==> src/rtl/s1md_pkg.sv <==
// ----------------------------------------------------------------------------
// s1md_pkg
// Shared types and constants of the SHA-1 message digest unit.
// ----------------------------------------------------------------------------
`default_nettype none

package s1md_pkg;

  typedef enum logic [2:0] {
    ST_IDLE,
    ST_PAD,
    ST_ROUND,
    ST_ADD,
    ST_OUT
  } state_t;

  localparam logic [31:0] H_INIT [5] = '{
    32'h67452301, 32'hEFCDAB89, 32'h98BADCFE, 32'h10325476, 32'hC3D2E1F0
  };

  localparam logic [31:0] K_0 = 32'h5A827999;
  localparam logic [31:0] K_1 = 32'h6ED9EBA1;
  localparam logic [31:0] K_2 = 32'h8F1BBCDC;
  localparam logic [31:0] K_3 = 32'hCA62C1D6;

  localparam logic [7:0] PAD_MARK     = 8'h80;
  localparam logic [5:0] POS_LAST     = 6'd63;
  localparam logic [2:0] LEN_SLOT     = 3'd7;
  localparam logic [6:0] ROUND_LAST   = 7'd79;
  localparam logic [6:0] SCHED_START  = 7'd16;
  localparam logic [2:0] LAST_IDX     = 3'd4;

  typedef struct packed {
    logic       shift_byte;
    logic [7:0] byte_val;
    logic       step;
    logic       expand;
  } sched_ctl_t;

  typedef struct packed {
    logic       load;
    logic       step;
    logic       add;
    logic       reinit;
    logic [6:0] round;
    logic [2:0] rd_idx;
  } core_ctl_t;

endpackage

`default_nettype wire

==> src/rtl/s1md_if.sv <==
// ----------------------------------------------------------------------------
// s1md_if
// Valid/ready channels for message bytes and digest words.
// ----------------------------------------------------------------------------
`default_nettype none

interface s1md_in_if;
  logic       valid;
  logic       ready;
  logic [7:0] data_byte;
  logic       has_byte;
  logic       end_of_message;

  modport source (output valid, data_byte, has_byte, end_of_message, input ready);
  modport sink   (input valid, data_byte, has_byte, end_of_message, output ready);
endinterface

interface s1md_out_if;
  logic        valid;
  logic        ready;
  logic [31:0] digest_word;
  logic [2:0]  word_index;
  logic        last_word;

  modport source (output valid, digest_word, word_index, last_word, input ready);
  modport sink   (input valid, digest_word, word_index, last_word, output ready);
endinterface

`default_nettype wire

==> src/rtl/sha1_message_digest_unit.sv <==
// ----------------------------------------------------------------------------
// sha1_message_digest_unit
// SHA-1 engine taking one message byte per word and returning the digest.
// ----------------------------------------------------------------------------
// msg carries one byte (has_byte), an end mark (end_of_message), or both;
// the byte is taken before the end mark. dig returns five 32-bit words,
// most significant first, word_index 0..4, last_word on the fifth.
// A byte that does not complete a 64-byte block leaves the unit ready for the
// next byte. The byte that completes a block is followed by 80 rounds of the
// single round unit at one round per cycle, and then by the chaining add.
// After the end mark, padding and length enter one byte per cycle up to the
// block end, then the block is compressed; a second block of padding and
// length follows when fewer than 9 bytes were left. The first digest word
// is offered in the cycle after the chaining add of the last block.
// msg.ready is low while a block is compressed, padded or read out.
// A stalled dig holds the current word; the unit waits.
// Reset restores the initial chaining value and clears the length.
// ----------------------------------------------------------------------------
`default_nettype none

module sha1_message_digest_unit (
  input  wire logic   clk,
  input  wire logic   rst,
  s1md_in_if.sink     msg,
  s1md_out_if.source  dig
);
  import s1md_pkg::*;

  sched_ctl_t  sched_ctl;
  core_ctl_t   core_ctl;
  logic [31:0] wt;
  logic [2:0]  out_idx;

  s1md_ctrl u_ctrl (
    .clk          (clk),
    .rst          (rst),
    .in_valid     (msg.valid),
    .in_data_byte (msg.data_byte),
    .in_has_byte  (msg.has_byte),
    .in_end       (msg.end_of_message),
    .in_ready     (msg.ready),
    .out_ready    (dig.ready),
    .out_valid    (dig.valid),
    .out_idx      (out_idx),
    .sched_ctl    (sched_ctl),
    .core_ctl     (core_ctl)
  );

  s1md_sched u_sched (
    .clk (clk),
    .ctl (sched_ctl),
    .wt  (wt)
  );

  s1md_core u_core (
    .clk         (clk),
    .rst         (rst),
    .ctl         (core_ctl),
    .wt          (wt),
    .digest_word (dig.digest_word)
  );

  assign dig.word_index = out_idx;
  assign dig.last_word  = (out_idx == LAST_IDX);

`ifndef SYNTH
  a_no_overlap: assert property (@(posedge clk) disable iff (rst)
    dig.valid |-> !msg.ready)
    else $error("input taken while digest pending");

  a_resume: assert property (@(posedge clk) disable iff (rst)
    (dig.valid && dig.ready && dig.last_word) |=> (msg.ready && !dig.valid))
    else $error("no return to intake after last digest word");

  a_word_step: assert property (@(posedge clk) disable iff (rst)
    (dig.valid && dig.ready && !dig.last_word) |=>
      (dig.valid && (dig.word_index == $past(dig.word_index) + 3'd1)))
    else $error("digest word skipped");
`endif

endmodule

`default_nettype wire

==> src/rtl/s1md_sched.sv <==
// ----------------------------------------------------------------------------
// s1md_sched
// Sixteen-word block window: packs bytes big-endian and rolls the schedule.
// ----------------------------------------------------------------------------
`default_nettype none

module s1md_sched (
  input  wire logic                 clk,
  input  wire s1md_pkg::sched_ctl_t ctl,
  output logic [31:0]               wt
);
  import s1md_pkg::*;

  logic [31:0] win [16];
  logic [31:0] mix;

  always_comb begin
    mix = win[13] ^ win[8] ^ win[2] ^ win[0];
    wt  = ctl.expand ? {mix[30:0], mix[31]} : win[0];
  end

  always_ff @(posedge clk) begin
    if (ctl.shift_byte) begin
      for (int i = 0; i < 15; i++) begin
        win[i] <= {win[i][23:0], win[i+1][31:24]};
      end
      win[15] <= {win[15][23:0], ctl.byte_val};
    end else if (ctl.step) begin
      for (int i = 0; i < 15; i++) begin
        win[i] <= win[i+1];
      end
      win[15] <= wt;
    end
  end

endmodule

`default_nettype wire

==> src/rtl/s1md_core.sv <==
// ----------------------------------------------------------------------------
// s1md_core
// Round unit with working variables and the five-word chaining value.
// ----------------------------------------------------------------------------
`default_nettype none

module s1md_core (
  input  wire logic                clk,
  input  wire logic                rst,
  input  wire s1md_pkg::core_ctl_t ctl,
  input  wire logic [31:0]         wt,
  output logic [31:0]              digest_word
);
  import s1md_pkg::*;

  logic [31:0] chain [5];
  logic [31:0] wv    [5];
  logic [31:0] f;
  logic [31:0] k;
  logic [31:0] tmp;

  always_comb begin
    case (ctl.round) inside
      [7'd0:7'd19]: begin
        f = (wv[1] & wv[2]) | (~wv[1] & wv[3]);
        k = K_0;
      end
      [7'd20:7'd39]: begin
        f = wv[1] ^ wv[2] ^ wv[3];
        k = K_1;
      end
      [7'd40:7'd59]: begin
        f = (wv[1] & wv[2]) | (wv[1] & wv[3]) | (wv[2] & wv[3]);
        k = K_2;
      end
      default: begin
        f = wv[1] ^ wv[2] ^ wv[3];
        k = K_3;
      end
    endcase
    tmp = {wv[0][26:0], wv[0][31:27]} + f + wv[4] + k + wt;
  end

  always_ff @(posedge clk) begin
    if (ctl.load) begin
      for (int i = 0; i < 5; i++) begin
        wv[i] <= chain[i];
      end
    end else if (ctl.step) begin
      wv[0] <= tmp;
      wv[1] <= wv[0];
      wv[2] <= {wv[1][1:0], wv[1][31:2]};
      wv[3] <= wv[2];
      wv[4] <= wv[3];
    end
  end

  always_ff @(posedge clk) begin
    if (rst) begin
      chain <= H_INIT;
    end else if (ctl.add) begin
      for (int i = 0; i < 5; i++) begin
        chain[i] <= chain[i] + wv[i];
      end
    end else if (ctl.reinit) begin
      chain <= H_INIT;
    end
  end

  assign digest_word = chain[ctl.rd_idx];

endmodule

`default_nettype wire

==> src/rtl/s1md_ctrl.sv <==
// ----------------------------------------------------------------------------
// s1md_ctrl
// Sequencer: byte intake, padding and length, round count, digest readout.
// ----------------------------------------------------------------------------
`default_nettype none

module s1md_ctrl (
  input  wire logic                  clk,
  input  wire logic                  rst,
  input  wire logic                  in_valid,
  input  wire logic [7:0]            in_data_byte,
  input  wire logic                  in_has_byte,
  input  wire logic                  in_end,
  output logic                       in_ready,
  input  wire logic                  out_ready,
  output logic                       out_valid,
  output logic [2:0]                 out_idx,
  output s1md_pkg::sched_ctl_t       sched_ctl,
  output s1md_pkg::core_ctl_t        core_ctl
);
  import s1md_pkg::*;

  state_t      state;
  state_t      state_next;
  logic [6:0]  round;
  logic [5:0]  pad_pos;
  logic        first;
  logic        len_ok;
  logic        fin;
  logic        tail;
  logic [63:0] lenbits;
  logic [60:0] byte_count;
  logic [60:0] bc_inc;
  logic        accept;
  logic        len_field;
  logic        last_out;
  logic [7:0]  pad_byte;

  assign bc_inc    = byte_count + 61'(in_has_byte);
  assign accept    = in_valid && (state == ST_IDLE);
  assign len_field = len_ok && !first && (pad_pos[5:3] == LEN_SLOT);
  assign last_out  = out_ready && (out_idx == LAST_IDX);

  always_comb begin
    state_next = state;
    case (state)
      ST_IDLE: begin
        if (in_valid) begin
          if (in_has_byte && (byte_count[5:0] == POS_LAST)) state_next = ST_ROUND;
          else if (in_end) state_next = ST_PAD;
        end
      end
      ST_PAD: begin
        if (pad_pos == POS_LAST) state_next = ST_ROUND;
      end
      ST_ROUND: begin
        if (round == ROUND_LAST) state_next = ST_ADD;
      end
      ST_ADD: begin
        if (fin) state_next = ST_OUT;
        else if (tail) state_next = ST_PAD;
        else state_next = ST_IDLE;
      end
      ST_OUT: begin
        if (last_out) state_next = ST_IDLE;
      end
      default: state_next = ST_IDLE;
    endcase
  end

  always_comb begin
    in_ready  = (state == ST_IDLE);
    out_valid = (state == ST_OUT);

    if (first) pad_byte = PAD_MARK;
    else if (len_field) pad_byte = lenbits[63:56];
    else pad_byte = 8'h00;

    sched_ctl.shift_byte = (accept && in_has_byte) || (state == ST_PAD);
    sched_ctl.byte_val   = (state == ST_PAD) ? pad_byte : in_data_byte;
    sched_ctl.step       = (state == ST_ROUND);
    sched_ctl.expand     = (round >= SCHED_START);

    core_ctl.load   = (state_next == ST_ROUND) && (state != ST_ROUND);
    core_ctl.step   = (state == ST_ROUND);
    core_ctl.add    = (state == ST_ADD);
    core_ctl.reinit = (state == ST_OUT) && last_out;
    core_ctl.round  = round;
    core_ctl.rd_idx = out_idx;
  end

  always_ff @(posedge clk) begin
    if (rst) begin
      state      <= ST_IDLE;
      round      <= '0;
      pad_pos    <= '0;
      first      <= 1'b0;
      len_ok     <= 1'b0;
      fin        <= 1'b0;
      tail       <= 1'b0;
      lenbits    <= '0;
      byte_count <= '0;
      out_idx    <= '0;
    end else begin
      state <= state_next;
      case (state)
        ST_IDLE: begin
          round <= '0;
          fin   <= 1'b0;
          if (accept) begin
            byte_count <= bc_inc;
            if (in_end) begin
              tail    <= 1'b1;
              first   <= 1'b1;
              lenbits <= {bc_inc, 3'b000};
              pad_pos <= bc_inc[5:0];
              len_ok  <= (bc_inc[5:3] != LEN_SLOT);
            end
          end
        end
        ST_PAD: begin
          pad_pos <= pad_pos + 6'd1;
          round   <= '0;
          if (first) first <= 1'b0;
          else if (len_field) lenbits <= {lenbits[55:0], 8'h00};
          if (pad_pos == POS_LAST) fin <= len_ok;
        end
        ST_ROUND: begin
          round <= round + 7'd1;
        end
        ST_ADD: begin
          pad_pos <= '0;
          len_ok  <= 1'b1;
          out_idx <= '0;
        end
        ST_OUT: begin
          if (out_ready) begin
            out_idx <= out_idx + 3'd1;
            if (out_idx == LAST_IDX) begin
              tail       <= 1'b0;
              fin        <= 1'b0;
              byte_count <= '0;
            end
          end
        end
        default: ;
      endcase
    end
  end

endmodule

`default_nettype wire

==> src/flat_wrapper.sv <==
// flat-port wrapper written by rule: the top's interface ports become plain ports
module sha1_message_digest_unit_flat import s1md_pkg::*;
  (clk, rst, msg_valid, msg_data_byte, msg_has_byte, msg_end_of_message, msg_ready, dig_valid, dig_digest_word, dig_word_index, dig_last_word, dig_ready);
  s1md_in_if msg_i ();
  s1md_out_if dig_i ();
  input  wire logic clk;
  input  wire logic rst;
  input wire logic [$bits(msg_i.valid)-1:0] msg_valid;
  input wire logic [$bits(msg_i.data_byte)-1:0] msg_data_byte;
  input wire logic [$bits(msg_i.has_byte)-1:0] msg_has_byte;
  input wire logic [$bits(msg_i.end_of_message)-1:0] msg_end_of_message;
  output wire logic [$bits(msg_i.ready)-1:0] msg_ready;
  output wire logic [$bits(dig_i.valid)-1:0] dig_valid;
  output wire logic [$bits(dig_i.digest_word)-1:0] dig_digest_word;
  output wire logic [$bits(dig_i.word_index)-1:0] dig_word_index;
  output wire logic [$bits(dig_i.last_word)-1:0] dig_last_word;
  input wire logic [$bits(dig_i.ready)-1:0] dig_ready;
  assign msg_i.valid = msg_valid;
  assign msg_i.data_byte = msg_data_byte;
  assign msg_i.has_byte = msg_has_byte;
  assign msg_i.end_of_message = msg_end_of_message;
  assign msg_ready = msg_i.ready;
  assign dig_valid = dig_i.valid;
  assign dig_digest_word = dig_i.digest_word;
  assign dig_word_index = dig_i.word_index;
  assign dig_last_word = dig_i.last_word;
  assign dig_i.ready = dig_ready;
  sha1_message_digest_unit u_core (.clk(clk), .rst(rst), .msg(msg_i), .dig(dig_i));
endmodule
==> config.mk <==
export PLATFORM = sky130hd
export DESIGN_NAME = sha1_message_digest_unit_flat
export DESIGN_NICKNAME = d
export VERILOG_FILES = /design/src/rtl/s1md_pkg.sv /design/src/rtl/s1md_if.sv /design/src/rtl/sha1_message_digest_unit.sv /design/src/rtl/s1md_sched.sv /design/src/rtl/s1md_core.sv /design/src/rtl/s1md_ctrl.sv /design/src/flat_wrapper.sv
export SDC_FILE = /design/constraint.sdc
export NUM_CORES = 2
export LEC_CHECK = 0
export ABC_AREA = 1
export BUFFER_PORTS_ARGS = -buffer_cell sky130_fd_sc_hd__buf_2
export CAP_MARGIN = 20
export CORE_MARGIN = 4
export CORE_UTILIZATION = 52
export CTS_CLUSTER_DIAMETER = 80
export DETAILED_ROUTE_END_ITERATION = 12
export PLACE_DENSITY = 0.66
export SYNTH_ARGS = -nofsm -noshare
export SYNTH_HDL_FRONTEND = slang
export SYNTH_SLANG_ARGS = --single-unit
==> constraint.sdc <==
create_clock -name clk -period 24.5 [get_ports clk]
set_clock_uncertainty 0.1 [all_clocks]
set_input_delay 2.45 -clock clk [delete_from_list [all_inputs] [get_ports clk]]
set_output_delay 2.45 -clock clk [all_outputs]
set_load 0.02 [all_outputs]
==> metrics.csv <==
stage;metric;value;unit
logic_synthesis;ys async rst share;0;
logic_synthesis;post-synthesis sequential area ratio;0.438;
logic_synthesis;ys flop type;edfxtp_1;
critical_path;critical path's slowest cell;inv_2;
critical_path;CP delay by family, top;adder cells;
power_and_ir_drop;Pint;2.97;mW
clocking;CTS tree;done;
power_and_ir_drop;Combinational Power Share;0.107;
global_routing;global-route wire length before repair;310;mm
cells_and_area;sequential cell area;26300;um^2
logic_synthesis;Yosys Warn Count;0;
power_and_ir_drop;P_sw;1.07;mW
die;Die Y;348;um
logic_synthesis;count leader, synth;nand2_1;
cells_and_area;Post-Layout Inst Area;65100;um^2
logic_synthesis;Cell variety after synth;61;
route;first-iteration detailed-routing DRC count;5636;
route;via-per-instance ratio;5.77;
route;DRT Pass-1 Iters;9;
global_routing;initial antenna violation count;5;
route;top sig layer;met5;
power_and_ir_drop;overall power;4.05;mW
die;initial core utilization;0.524;
route;routed vias;52900;
clocking;clk_lat worst skew;0.73;ns
logic_synthesis;syn_area_per_cell;7.87;um^2
global_routing;vias in the first global route;49800;
critical_path;CP Launch Type;flip-flop;
placement;DP Area;61400;um^2
placement;Final HPWL DP;155;mm
clocking;Resize count post-CTS;0;
logic_synthesis;Post-synth EDFFs;672;
sta;post-route setup slack;17.80;ns
clocking;# clock sinks;977;
clocking;H-tree lvl count;3;
sta;Final period util;0.274;
placement;DP Worst Slack;17.95;ns
route;M1 WL;88.0;mm
cells_and_area;Final nets;7908;
critical_path;Max Fanout on Critical Path;36;
sta;final setup fails;0;
sta;Final Hold Viols;0;
cells_and_area;share of cells above drive strength 1;0.0491;
power_and_ir_drop;Flop pwr share;0.480;
sta;Max Slew Vio Count;0;
cells_and_area;# fillers;10800;
critical_path;Largest stage delay, worst path;0.53;ns
critical_path;CP arrival;7.02;ns
clocking;Max Root-Sink Buffers;3;
power_and_ir_drop;PwrDens;62.1;nW/um^2
logic_synthesis;Yosys top cell area share;0.336;
logic_synthesis;Post-Synthesis Cell Area;60000;um^2
route;Routed wire per std cell;22.7;um
die;Die Wd;348;um
clocking;clock-pin transition on the worst setup and hold timing paths;0.07;ns
clocking;Post-CTS Setup Inserts;0;
critical_path;Critical Path Most Common Cell;fa_1;
sta;RSZ-0062 raised after global routing;false;
critical_path;Crit Path Class;flip-flop to flip-flop;
sta;hold_ws;0.360;ns
placement;GPL Wtd Cong;1.06;
power_and_ir_drop;Sw Ratio;0.265;
sta;achievable frequency;0.149;GHz
flow_run;max_cap viols;0;
power_and_ir_drop;leakage;27.5;nW
route;Final ANT Viol Nets;0;
global_routing;total grt overflow;0;
cells_and_area;Multi-input gate area;29400;um^2
clocking;clock root cell;clkbuf_16;
power_and_ir_drop;clock share of power;0.413;
die;die area;121000;um^2
clocking;Post-CTS Hold Fix Bufs;0;
cells_and_area;P&R area growth vs syn;8.60;%
min_path;worst hold path class;flip-flop to flip-flop;
power_and_ir_drop;VDD IR-drop max;0.0670;mV
logic_synthesis;Synth Register Bits;977;
critical_path;CP endpoint kind;flip-flop;
die;core area;115000;um^2
sta;crit path time final;6.70;ns
sta;Worst Tran Pin Value;1.20;ns
route;DRC Markers;0;
route;routed wl met2;90.2;mm
placement;number of I/O port buffers;51;
logic_synthesis;Syn Nets;7984;
sta;Slew HR;0.191;
route;met3 WL;18.7;mm
critical_path;worst path bufs/invs;5;
die;count of boundary I/O pins;52;
logic_synthesis;largest cells by area after synthesis;edfxtp_1 34%, nand2_1 15%, dfxtp_1 10%, o21ai_0 5.4%, inv_1 4.9%;
sta;setup TNS;0;ns
clocking;CTS buffer count;107;
outcome;outcome;finished clean;
route;Routed WL;208;mm
global_routing;largest net degree at the start of global routing;193;
global_routing;GRT Util Overall;0.337;
die;row cnt;124;
critical_path;worst endpoint required time;24.81;ns
logic_synthesis;synth cell count leaders;2432 x nand2_1, 784 x inv_1, 672 x edfxtp_1, 647 x o21ai_0, 550 x a21oi_1;
logic_synthesis;Post-Synthesis Cells;7618;
logic_synthesis;post-synth top area cell;edfxtp_1;
==> power groups by stage <==
stage          logic [mW]  clock network, mW  registers (mW)
4_1_cts             0.432               1.69            1.94
5_1_grt             0.489               1.76            1.95
3_3_place_gp        0.425                  0            1.98
6_report            0.435               1.67            1.94
2_1_floorplan       0.310                  0            2.01
3_5_place_dp        0.428                  0            1.98
==> final timing paths <==
kind / start / to / slack (ns) / cells after the start
max: u_core.u_ctrl.round[0] / u_core.u_core.wv[0][25] / 17.80 / 26
min: u_core.u_ctrl.lenbits[4] / u_core.u_ctrl.lenbits[4] / 0.36 / 2
max reg2reg: u_core.u_ctrl.round[0] / u_core.u_core.wv[0][25] / 17.80 / 26
min reg2reg: u_core.u_ctrl.lenbits[4] / u_core.u_ctrl.lenbits[4] / 0.36 / 2
==> metrics by stage <==
stage	utilization	instances
final	0.569	9155
after global routing	0.569	9148
after CTS	0.568	9143
after detailed placement	0.536	8940
after global placement	0.536	8938
after floorplan	-	7618
==> layout by cell type (no fill, tap or decap), drive strengths merged, types with 18 or more instances in the layout <==
cell type and count:
nand3 396, clkbuf 140, o211ai 47, nand3b 26
inv 813, buf 121, ha 227, nand2 2441
fa 125, o21bai 45, dfxtp 305, edfxtp 672
o21ai 726, a21o 24, nor2 424, nor3 54
clkinv 50, or2 31, a21boi 22, a21oi 551
a31oi 18, nand4 76, xnor2 115, xor2 68
o221ai 28, o22ai 20
==> area by class of cell <==
class                   count  area share
inverters                 809      0.0469
repair buffers            123      0.0133
clock inverters            65      0.0103
multi-input cells        5524       0.451
diodes                      7    0.000269
flip-flops and latches    977       0.404
well taps                1512      0.0290
clock buffers             138      0.0454
==> kinds of logic after synthesis <==
family	count (synthesis)	synth area share
XOR/XNOR	183	0.0267
AND/OR/NAND/NOR	3464	0.236
flip-flops	977	0.438
adder cells (fa/ha/maj)	352	0.0891
AO/OA/AOI/OAI	1525	0.138
buffers and inverters	1117	0.0726
==> worst register-to-register path, stage by stage (launching register included) <==
cell	delay, ns
dfxtp_1	0.39
ha_1	0.21
inv_1	0.08
nor2_1	0.10
nand2_1	0.06
nand3_1	0.13
nand2_2	0.48
inv_2	0.32
nor2_2	0.10
inv_2	0.53
o221ai_1	0.25
fa_1	0.50
fa_1	0.51
fa_1	0.49
inv_1	0.07
ha_1	0.16
inv_1	0.05
fa_1	0.39
nand3b_1	0.17
nand2_1	0.18
a21boi_1	0.14
o21ai_0	0.43
nand4_1	0.20
nand3_1	0.11
nand2_1	0.05
nand3_1	0.08
o21ai_0	0.10
==> routing by layer <==
metal	vias up	global-route usage
li1	25100	-
met1	25300	0.464
met2	2007	0.513
met3	439	0.0742
met4	6	0.148
met5	-	0
==> state kept, by name, indices dropped and copies added, names as in the netlist, 6 cells and up <==
register                  cells
u_core.u_core.chain         160
u_core.u_ctrl.byte_count     61
u_core.u_core.wv            160
u_core.u_sched.win          512
u_core.u_ctrl.pad_pos         6
u_core.u_ctrl.lenbits        61
u_core.u_ctrl.round           7
Note: power is estimated with default switching activity, not from simulation.
